### config.mk
export PLATFORM = sky130hd
export DESIGN_NAME = morse_character_keyer_unit
export DESIGN_NICKNAME = d
export VERILOG_FILES = /design/src/hw/rtl/mcku_pkg.sv /design/src/hw/rtl/mcku_sequencer.sv /design/src/hw/rtl/mcku_datapath.sv /design/src/hw/rtl/morse_character_keyer_unit.sv
export SDC_FILE = /design/constraint.sdc
export NUM_CORES = 1
export LEC_CHECK = 0
export ABC_AREA = 1
export BUFFER_PORTS_ARGS = -buffer_cell sky130_fd_sc_hd__buf_2
export CAP_MARGIN = 10
export CORE_MARGIN = 1
export CORE_UTILIZATION = 59
export DETAILED_ROUTE_END_ITERATION = 6
export HOLD_SLACK_MARGIN = 0.03
export PLACE_DENSITY = 0.79
export SYNTH_ARGS = -nofsm -noshare
export SYNTH_HDL_FRONTEND = slang
export SYNTH_SLANG_ARGS = --single-unit
### constraint.sdc
create_clock -name clk -period 2.4 [get_ports clk]
set_clock_uncertainty 0.15 [all_clocks]
set_input_delay 0.36 -clock clk [delete_from_list [all_inputs] [get_ports clk]]
set_output_delay 0.36 -clock clk [all_outputs]
set_load 0.005 [all_outputs]
### src/hw/rtl/mcku_pkg.sv
// Package for the Morse character keyer: microcode word layout, step codes,
// jump conditions, segment lengths and the character keying table.
// No dependencies; used by every module of the keyer.
`default_nettype none

package mcku_pkg;

	// Character codes
	localparam logic [7:0] CHAR_SPACE = 8'h20;
	localparam logic [7:0] CODE_FIRST = 8'h30;
	localparam logic [7:0] CODE_LAST  = 8'h5A;
	localparam int         TABLE_LEN  = 43;

	// Segment lengths in dit units
	localparam logic [2:0] UNITS_ZERO = 3'd0;
	localparam logic [2:0] UNITS_DIT  = 3'd1;
	localparam logic [2:0] UNITS_GAP  = 3'd2;
	localparam logic [2:0] UNITS_DAH  = 3'd3;
	localparam logic [2:0] UNITS_WORD = 3'd7;

	// Keying table: pattern in bits 7:3 MSB first (1 = dah), count in bits 2:0
	localparam logic [7:0] KEY_TABLE [0:TABLE_LEN-1] = '{
		8'hFD, 8'h7D, 8'h3D, 8'h1D, 8'h0D,
		8'h05, 8'h85, 8'hC5, 8'hE5, 8'hF5,
		8'h00, 8'h00, 8'h00, 8'h00, 8'h00, 8'h00, 8'h00,
		8'h42, 8'h84, 8'hA4, 8'h83, 8'h01, 8'h24,
		8'hC3, 8'h04, 8'h02, 8'h74, 8'hA3, 8'h44,
		8'hC2, 8'h82, 8'hE3, 8'h64, 8'hD4, 8'h43,
		8'h03, 8'h81, 8'h23, 8'h14, 8'h63, 8'h94,
		8'hB4, 8'hC4
	};

	// Microprogram steps
	typedef enum logic [3:0] {
		STEP_WAIT      = 4'd0,
		STEP_CHK_SPACE = 4'd1,
		STEP_CHK_BAD   = 4'd2,
		STEP_SYM_TOP   = 4'd3,
		STEP_MARK      = 4'd4,
		STEP_SYM_GAP   = 4'd5,
		STEP_END_GAP   = 4'd6,
		STEP_WORD      = 4'd7,
		STEP_REJECT    = 4'd8
	} step_t;

	// Jump conditions
	typedef enum logic [2:0] {
		COND_NEVER,
		COND_ALWAYS,
		COND_NO_START,
		COND_SPACE,
		COND_BAD,
		COND_CNT_ZERO
	} cond_t;

	// Segment length select
	typedef enum logic [2:0] {
		USEL_ZERO,
		USEL_SYM,
		USEL_DIT,
		USEL_GAP,
		USEL_WORD
	} units_sel_t;

	// One control word
	typedef struct packed {
		logic       emit;
		logic       lamp;
		units_sel_t units;
		logic       status;
		logic       last;
		logic       shift;
		logic       dec;
		cond_t      cond;
		step_t      target;
	} ucw_t;

	// Datapath flags seen by the sequencer
	typedef struct packed {
		logic space;
		logic bad;
		logic cnt_zero;
	} seq_flags_t;

	// Microcode ROM
	function automatic ucw_t ucode_word(input step_t step);
		ucw_t w;
		w = '{emit: 1'b0, lamp: 1'b0, units: USEL_ZERO, status: 1'b0, last: 1'b0,
			shift: 1'b0, dec: 1'b0, cond: COND_NEVER, target: STEP_WAIT};
		unique case (step)
			STEP_WAIT: begin
				w.cond   = COND_NO_START;
				w.target = STEP_WAIT;
			end
			STEP_CHK_SPACE: begin
				w.cond   = COND_SPACE;
				w.target = STEP_WORD;
			end
			STEP_CHK_BAD: begin
				w.cond   = COND_BAD;
				w.target = STEP_REJECT;
			end
			STEP_SYM_TOP: begin
				w.cond   = COND_CNT_ZERO;
				w.target = STEP_END_GAP;
			end
			STEP_MARK: begin
				w.emit  = 1'b1;
				w.lamp  = 1'b1;
				w.units = USEL_SYM;
				w.shift = 1'b1;
			end
			STEP_SYM_GAP: begin
				w.emit   = 1'b1;
				w.units  = USEL_DIT;
				w.dec    = 1'b1;
				w.cond   = COND_ALWAYS;
				w.target = STEP_SYM_TOP;
			end
			STEP_END_GAP: begin
				w.emit   = 1'b1;
				w.units  = USEL_GAP;
				w.last   = 1'b1;
				w.cond   = COND_ALWAYS;
				w.target = STEP_WAIT;
			end
			STEP_WORD: begin
				w.emit   = 1'b1;
				w.units  = USEL_WORD;
				w.last   = 1'b1;
				w.cond   = COND_ALWAYS;
				w.target = STEP_WAIT;
			end
			STEP_REJECT: begin
				w.emit   = 1'b1;
				w.units  = USEL_ZERO;
				w.status = 1'b1;
				w.last   = 1'b1;
				w.cond   = COND_ALWAYS;
				w.target = STEP_WAIT;
			end
			default: begin
				w.cond   = COND_ALWAYS;
				w.target = STEP_WAIT;
			end
		endcase
		return w;
	endfunction

endpackage

`default_nettype wire

### src/hw/rtl/mcku_sequencer.sv
// Microcode sequencer of the Morse keyer: step counter, control ROM fetch
// and conditional jumps. Depends on mcku_pkg.
`default_nettype none

module mcku_sequencer (
	input  wire                 clk,
	input  wire                 arst_n,
	input  wire                 start,
	input  mcku_pkg::seq_flags_t flags,
	output mcku_pkg::ucw_t      ctrl,
	output logic                busy
);
	import mcku_pkg::*;

	step_t upc_q;
	step_t upc_next;
	logic  take_jump;

	// control word of the current step
	assign ctrl = ucode_word(upc_q);
	assign busy = (upc_q != STEP_WAIT);

	// jump condition select
	always_comb begin
		case (ctrl.cond)
			COND_NEVER:    take_jump = 1'b0;
			COND_ALWAYS:   take_jump = 1'b1;
			COND_NO_START: take_jump = !start;
			COND_SPACE:    take_jump = flags.space;
			COND_BAD:      take_jump = flags.bad;
			COND_CNT_ZERO: take_jump = flags.cnt_zero;
			default:       take_jump = 1'b1;
		endcase
	end

	// next step
	always_comb begin
		if (take_jump) begin
			upc_next = ctrl.target;
		end else begin
			upc_next = step_t'(upc_q + 4'd1);
		end
	end

	always_ff @(posedge clk or negedge arst_n) begin
		if (!arst_n) begin
			upc_q <= STEP_WAIT;
		end else begin
			upc_q <= upc_next;
		end
	end

`ifndef ASSERT_OFF
	// step counter never leaves the program
	a_upc_range: assert property (@(posedge clk) disable iff (!arst_n)
		upc_q <= STEP_REJECT)
		else $error("step counter outside microprogram");

	// a transfer starts the decode
	a_accept_step: assert property (@(posedge clk) disable iff (!arst_n)
		(start && !busy) |=> (upc_q == STEP_CHK_SPACE))
		else $error("accepted character did not enter decode");

	// the closing gap returns to wait
	a_end_return: assert property (@(posedge clk) disable iff (!arst_n)
		(upc_q == STEP_END_GAP) |=> !busy)
		else $error("sequencer did not return after final gap");
`endif

endmodule

`default_nettype wire

### src/hw/rtl/mcku_datapath.sv
// Datapath of the Morse keyer: character decode and table lookup, symbol
// pattern shift register, symbol counter and result registers.
// Depends on mcku_pkg.
`default_nettype none

module mcku_datapath (
	input  wire                  clk,
	input  wire                  arst_n,
	input  wire                  load,
	input  wire  [7:0]           character,
	input  mcku_pkg::ucw_t       ctrl,
	output mcku_pkg::seq_flags_t flags,
	output logic                 strobe,
	output logic                 lamp_on,
	output logic [2:0]           duration_units,
	output logic                 status,
	output logic                 last
);
	import mcku_pkg::*;

	logic [7:0] idx_full;
	logic [5:0] idx;
	logic       in_range;
	logic [7:0] code;
	logic [4:0] pattern_q;
	logic [2:0] count_q;
	logic       space_q;
	logic       bad_q;
	logic [2:0] units;
	logic       strobe_q;
	logic       lamp_q;
	logic [2:0] units_q;
	logic       status_q;
	logic       last_q;

	// table lookup of the incoming character
	assign in_range = (character >= CODE_FIRST) && (character <= CODE_LAST);
	assign idx_full = character - CODE_FIRST;
	assign idx      = idx_full[5:0];
	assign code     = in_range ? KEY_TABLE[idx] : 8'h00;

	// character registers
	always_ff @(posedge clk) begin
		if (load) begin
			space_q   <= (character == CHAR_SPACE);
			bad_q     <= !in_range && (character != CHAR_SPACE);
			pattern_q <= code[7:3];
			count_q   <= code[2:0];
		end else begin
			if (ctrl.shift) begin
				pattern_q <= {pattern_q[3:0], 1'b0};
			end
			if (ctrl.dec) begin
				count_q <= count_q - 3'd1;
			end
		end
	end

	assign flags = '{space: space_q, bad: bad_q, cnt_zero: (count_q == 3'd0)};

	// segment length select
	always_comb begin
		case (ctrl.units)
			USEL_ZERO: units = UNITS_ZERO;
			USEL_SYM:  units = pattern_q[4] ? UNITS_DAH : UNITS_DIT;
			USEL_DIT:  units = UNITS_DIT;
			USEL_GAP:  units = UNITS_GAP;
			USEL_WORD: units = UNITS_WORD;
			default:   units = UNITS_ZERO;
		endcase
	end

	// result strobe
	always_ff @(posedge clk or negedge arst_n) begin
		if (!arst_n) begin
			strobe_q <= 1'b0;
		end else begin
			strobe_q <= ctrl.emit;
		end
	end

	// result payload
	always_ff @(posedge clk) begin
		if (ctrl.emit) begin
			lamp_q   <= ctrl.lamp;
			units_q  <= units;
			status_q <= ctrl.status;
			last_q   <= ctrl.last;
		end
	end

	assign strobe         = strobe_q;
	assign lamp_on        = lamp_q;
	assign duration_units = units_q;
	assign status         = status_q;
	assign last           = last_q;

`ifndef ASSERT_OFF
	// a rejected character is one zero-length final segment
	a_reject_form: assert property (@(posedge clk) disable iff (!arst_n)
		(strobe_q && status_q) |-> (last_q && !lamp_q && (units_q == UNITS_ZERO)))
		else $error("malformed reject segment");

	// symbols are only emitted while some remain
	a_shift_count: assert property (@(posedge clk) disable iff (!arst_n)
		ctrl.shift |-> (count_q != 3'd0))
		else $error("symbol emitted with zero count");

	// a lit segment is always followed by its dark dit
	a_lit_follow: assert property (@(posedge clk) disable iff (!arst_n)
		(ctrl.emit && ctrl.lamp) |=> (ctrl.emit && ctrl.dec))
		else $error("lit segment without trailing dit gap");
`endif

endmodule

`default_nettype wire

### src/hw/rtl/morse_character_keyer_unit.sv
// One segment is strobed per mark/gap step: a space gives one word gap, a rejected
// byte one zero-length segment with status set, a table character a mark and a
// dit gap per symbol and then a closing gap. busy stays high until the microcode
// is back at its wait step, so no new character is taken before the last is done.
// Reset clears the step counter and the result strobe; the receiver cannot stall.
// Top level of the Morse keyer; depends on mcku_pkg, mcku_sequencer, mcku_datapath.
`default_nettype none

module morse_character_keyer_unit (
	input  wire        clk,
	input  wire        arst_n,
	input  wire        start,
	output logic       busy,
	input  wire  [7:0] character,
	output logic       strobe,
	output logic       lamp_on,
	output logic [2:0] duration_units,
	output logic       status,
	output logic       last
);
	import mcku_pkg::*;

	ucw_t       ctrl;
	seq_flags_t flags;
	logic       load;

	// transfer of a character
	assign load = start && !busy;

	mcku_sequencer u_seq (
		.clk    (clk),
		.arst_n (arst_n),
		.start  (start),
		.flags  (flags),
		.ctrl   (ctrl),
		.busy   (busy)
	);

	mcku_datapath u_dp (
		.clk            (clk),
		.arst_n         (arst_n),
		.load           (load),
		.character      (character),
		.ctrl           (ctrl),
		.flags          (flags),
		.strobe         (strobe),
		.lamp_on        (lamp_on),
		.duration_units (duration_units),
		.status         (status),
		.last           (last)
	);

endmodule

`default_nettype wire

# After elaboration in Yosys (flattened, before gate mapping)
# Memory sizes are Yosys's and may differ from the RTL's.
# Cells that the tools add are included.
dict set report totals {
  output_inout_bits 8
  ff_bits 21
  n_memories 1
  elab_cells 68
  in_bits 11
  mem_bits_ro 512
}
# memory depth word_bits rd rd_clocked_by_memory_dff write_ports line_no
set mem_list {}
lappend mem_list {{(no name shown)} 64 8 1 0 0 mcku_datapath.sv:40} ;# assign code = in_range ? KEY_TABLE[idx] : 8'h00;
dict set report op_classes {
  reduce_logical 14
  magnitude_cmp 3
  n_addsub 3
  mux 18
  n_eq_ne 18
  n_bitwise 1
}
# operator n
set ops {}
lappend ops {{one-hot mux 7 bit (6 select lines)} 1}
lappend ops {{2-to-1 mux 8 bit} 3}
lappend ops {{one-hot mux 3 bit (4 select lines)} 2}
lappend ops {{equality test 4 x 3 -> 1 bit (second input constant)} 4}
lappend ops {{equality test 3 x 2 -> 1 bit (second input constant)} 4}
lappend ops {{2-to-1 mux 5 bit} 2}
lappend ops {{equality test 3 bit (second input constant)} 3}
lappend ops {{equality test 4 x 2 -> 1 bit (second input constant)} 2}
lappend ops {{equality test 8 x 6 -> 1 bit (second input constant)} 1}
lappend ops {{greater-or-equal comparator 8 x 6 -> 1 bit (second input constant)} 1}
lappend ops {{less-or-equal comparator 8 x 7 -> 1 bit (second input constant)} 1}
lappend ops {{inequality test 8 x 6 -> 1 bit (second input constant)} 1}
lappend ops {{greater-or-equal comparator 7 bit (second input constant)} 1}
lappend ops {{inverter 6 -> 7 bit} 1}
lappend ops {{zero test 3 bit} 2}
lappend ops {{2-to-1 mux 3 bit} 2}
lappend ops {{subtractor 6 bit (second input constant)} 1}
lappend ops {{2-to-1 mux 1 bit} 5}
lappend ops {{one-hot mux 1 bit (5 select lines)} 1}
lappend ops {{OR reduction 5 bit} 1}
lappend ops {{adder 4 x 1 -> 4 bit (second input constant)} 1}
lappend ops {{equality test 4 x 1 -> 1 bit (second input constant)} 1}
lappend ops {{equality test 4 bit (second input constant)} 1}
lappend ops {{zero test 4 bit} 1}
lappend ops {{9 further kinds} 14}

# Longest topological paths before layout
dict set report depth {
  depth_word 7
  mapped_depth 11
}

# By module
# A second synthesis with hierarchy kept.
dict set report hier_totals {
  hier_cells 253
  hier_area_um2 1863.0
}
# mod area_each_um2 seq_area_each_um2 n_inst cells_each
set modules_own_cells {}
lappend modules_own_cells {mcku_datapath 1338.8 505.5 1 177}
lappend modules_own_cells {mcku_sequencer 514.2 100.1 1 74}
lappend modules_own_cells {morse_character_keyer_unit 10.0 0.0 1 2}

# Worst setup path after synthesis
# No wires, ideal clock.
dict set report synth_timing {
  kind {input to register}
  start {in character[4]}
  end {reg u_dp.count_q[2] (data pin)}
  stages 9
  t_required_ns 1.992
  path_slack_ns 0.505
  setup_ns 0.258
  t_arrival_ns 1.487
  path_cell_list {buf_2 > inv_2 > ha_1 > clkbuf_1 > inv_1 > a21oi_1 > nand2_1 > nand2_1 > o21ai_1}
}
dict set report synth_between {
  elab_chain_len 7
  word_cells_on_any_way 10
  cone_classes {add/sub: 1; order compare: 2; mux: 4; bitwise: 1; reduce/logical: 1; memory: 1}
}
# element line_no
set synth_lines {}
lappend synth_lines {{start: declaration} morse_character_keyer_unit.sv:14} ;# input wire [7:0] character,
lappend synth_lines {{subtractor 6 bit} mcku_datapath.sv:38} ;# assign idx_full = character - CODE_FIRST;
lappend synth_lines {{inverter 6 -> 7 bit (not written as such)} mcku_datapath.sv:40}
lappend synth_lines {{memory (64 x 8 bit)} --}
lappend synth_lines {{2-to-1 mux 8 bit (not written as such) (2 in a row)} mcku_datapath.sv:40}
lappend synth_lines {{2-to-1 mux 8 bit (*)} mcku_datapath.sv:40}
lappend synth_lines {{2-to-1 mux 3 bit (*)} mcku_datapath.sv:44} ;# if (load) begin
lappend synth_lines {{end signal: assignment} mcku_datapath.sv:48} ;# count_q <= code[2:0];
lappend synth_lines {{end signal: assignment} mcku_datapath.sv:54} ;# count_q <= count_q - 3'd1;
lappend synth_lines {{end: declaration} mcku_datapath.sv:26} ;# logic [2:0] count_q;
# Mark *: on every way between the ends. The rest lies on a longest branch, timed or not. The select of a mux whose other input is x is not followed.
# A chain may end at the register's enable or synchronous reset.

# Worst setup path in the final report
dict set report layout_timing {
  start {reg u_seq.upc_q[0]}
  end {reg u_dp.pattern_q[3], enable pin}
}
dict set report layout_between {
  elab_chain_len 4
  word_cells_on_any_way 6
  cone_classes {eq/ne: 1; mux: 1; reduce/logical: 4}
}
# element line_no
set layout_lines {}
lappend layout_lines {{start: declaration} mcku_sequencer.sv:15} ;# step_t upc_q;
lappend layout_lines {{start signal: assignment} mcku_sequencer.sv:49} ;# upc_q <= upc_next;
lappend layout_lines {{nonzero test 4 bit} mcku_sequencer.sv:21} ;# assign busy = (upc_q != STEP_WAIT);
lappend layout_lines {{zero test 1 bit} morse_character_keyer_unit.sv:28} ;# assign load = start && !busy;
lappend layout_lines {{logical AND 1 bit} morse_character_keyer_unit.sv:28}
lappend layout_lines {{net load} morse_character_keyer_unit.sv:25} ;# logic load;
lappend layout_lines {{nonzero test 2 bit (no line)} --}
lappend layout_lines {{end signal: assignment} mcku_datapath.sv:47} ;# pattern_q <= code[7:3];
lappend layout_lines {{end signal: assignment} mcku_datapath.sv:51} ;# pattern_q <= {pattern_q[3:0], 1'b0};
lappend layout_lines {{end: declaration} mcku_datapath.sv:25} ;# logic [4:0] pattern_q;
# The timed path passes the listed nets, and every way through them passes these cells.

==> out/qor.yml <==
status:
  status: "finished with violations"
  violations: "DRC"
grt:
  antenna_found_initial: 0
  met2_usage: 0.399
  grt_start_max_net_pins: 15
  met3_usage: 0.0408
  grt_pass1_vias: 1431
  grtUsageTotal: 0.264
  met1_usage: 0.411
  top_usage_layer: "met1"
  gr-total-overflow: 0
  grt_pass1_wl_um: 6690
clocking:
  cts_root_buf: "clkbuf_4"
  clk_pin_slew_worst_paths_ns: 0.11
  cts_tree: "built"
  clk_latency_ns: 0.30
  postCtsResizedCells: 0
  cts_buffers: 3
  htree_levels: 1
  cts.sinks: 21
  cts.path.max_buffers: 2
synth:
  synth_warnings: 0
  syn_avg_cell_area_um2: 7.32
  synth_area_mm2: 0.00181
  ys_types: 27
  synth.net_count: 274
  synthCells: 247
  seq_area_frac_synth: 0.335
  synth-seq-cells: 21
timing:
  setup_tns_ns: 0
  setup_viol: 0
  slew_headroom: 0.483
  min_period_over_period: 0.868
  rsz0062_at_grt: "no"
  tightest_slew_ns: 0.767
  maxSlewViolCount: 0
  clock.fmax_ghz: 0.480
  min_period_ns: 2.08
  whs_ns: 0.231
  worst_slack_ns: 0.316
  hold_viol: 0
route:
  drc_errors: 1
  wire_per_inst_um: 13.0
  firstDrtPassIters: 7
  drt-vias-per-instance: 5.57
  vias: 1649
  wl_um: 3850
  ant_nets: 0
  dr.first_iter.drc_count: 126
final_layout:
  syn2layout_area_growth_pct: 7.82
  final_cell_count_no_fill: 296
  layout_commonest_cell: "nand2_1"
  drive_above_1_share: 0.192
  antenna_cells: 0
  final_cell_mix: "nand2_1 (60), inv_1 (28), nand3_1 (27)"
  nNetsFinal: 293
floorplanning:
  die_y_um: 57.4
  die_area_mm2: 0.00329
  pin_count: 19
  die_w_um: 57.4
  core_area_mm2: 0.00283
  start_util: 0.639
  rows: 19
power:
  p_leak_nw: 0.993
  ir_drop_uv: 908
  power_per_cell_area_mw_per_mm2: 1010
  total_power_w: 0.00196
critical_path:
  critical-path-top-delay-family: "flip-flops"
  cp_data_required_time_ns: 2.19
  cpPeakStageDelay_ns: 0.43
  path_cells: "inv_1 > ha_1 > nand2_2 > nor2_4 > inv_2 > o21ai_0"
  end_kind: "flip-flop"
  worstSetupPathType: "reg -> reg"
  cp_max_fo: 8
  arrival_ns: 1.88
  cp_num_buf_inv: 2
  crit_slowest_cell: "dfrtp_1"
  startpoint_type: "flip-flop"
placement:
  dp_hpwl_um: 3120
  io_buffers: 18
  dp_cells: 291
  globalplace.congestion: 0.959
  place_ws_ns: 0.344
job:
  cap_violations: 0
min_path:
  hold_path.class: "in -> async"
logic make-up after synthesis:
kind of cell,Yosys count,synth area share
xor+xnor,3,0.0145
flops,21,0.335
fa+ha+maj,16,0.111
buf+inv,41,0.0879
compound gates,28,0.0837
simple gates,138,0.368
where the power goes:
part	internal (W)	switching (W)
Combinational	0.000388	0.000732
Clock	0.0000649	0.000103
Sequential	0.000608	0.0000686
cell usage after synthesis:
cell      number  share of area
nand2_1       60           0.12
nor2_1        22          0.046
or2_2          2         0.0069
o21ai_0       13          0.036
nand4_1        2         0.0069
dfrtp_1        5          0.069
a21boi_0       2         0.0083
nor2_2         3          0.010
nor3_1         5          0.014
clkinv_1       1         0.0021
nand3_1       27          0.075
ha_1          16           0.11
nor2_4         2          0.012
nand3_2        3          0.017
o21bai_1       1         0.0042
inv_1         28          0.058
a21oi_1        4          0.011
clkbuf_1       1         0.0021
xor2_1         3          0.015
o21ai_1        7          0.019
buf_2          4          0.011
nor3_2         3          0.017
o21ai_2        1         0.0048
inv_2          7          0.015
nand2_4        3          0.019
edfxtp_1      16           0.27
nand2_2        6          0.021
final cells by class:
cell class / instances / area [µm²]
Timing Repair Buffer: 19 / 100
Sequential cell: 21 / 606
Fill cell: 256 / 880
Inverter: 36 / 135
Clock buffer: 4 / 26.3
Tap cell: 31 / 38.8
Multi-Input combinational cell: 185 / 1040
per-stage QoR:
stage | util | area, µm²
detailed placement | 0.676 | 1910
CTS | 0.689 | 1950
floorplan | - | 1810
finish | 0.689 | 1950
global route | 0.689 | 1950
global placement | 0.676 | 1910
state kept, by name (all words and copies together) (netlist names):
register             cells
u_dp.duration_units      3
u_dp.last                1
u_dp.strobe              1
u_dp.count_q             3
u_dp.pattern_q           5
u_dp.lamp_on             1
u_dp.bad_q               1
u_dp.space_q             1
u_seq.upc_q              4
u_dp.status              1
per-layer routing:
metal	vias to the layer above	part of all wire
li1	837	-
met1	745	0.46
met2	60	0.45
met3	7	0.076
met4	0	0.0088
met5	-	0
worst paths after layout:
check	endpoint	startpoint	slack (ns)	depth (start not counted)
max	u_dp.pattern_q[3]	u_seq.upc_q[0]	0.32	6
min reg2reg	u_dp.pattern_q[2]	u_dp.pattern_q[1]	0.40	2
max in group asynchronous	u_seq.upc_q[1]	arst_n	1.73	2
min in group clk	u_dp.space_q	start	0.35	3
min	u_seq.upc_q[2]	arst_n	0.23	2
max reg2reg	u_dp.pattern_q[3]	u_seq.upc_q[0]	0.32	6
repair_timing:
item,CTS,global route
hold endpoints to repair,5,0
buffers inserted,0,0
hold buffers,1,0
Note: power is estimated with default switching activity, not from simulation.
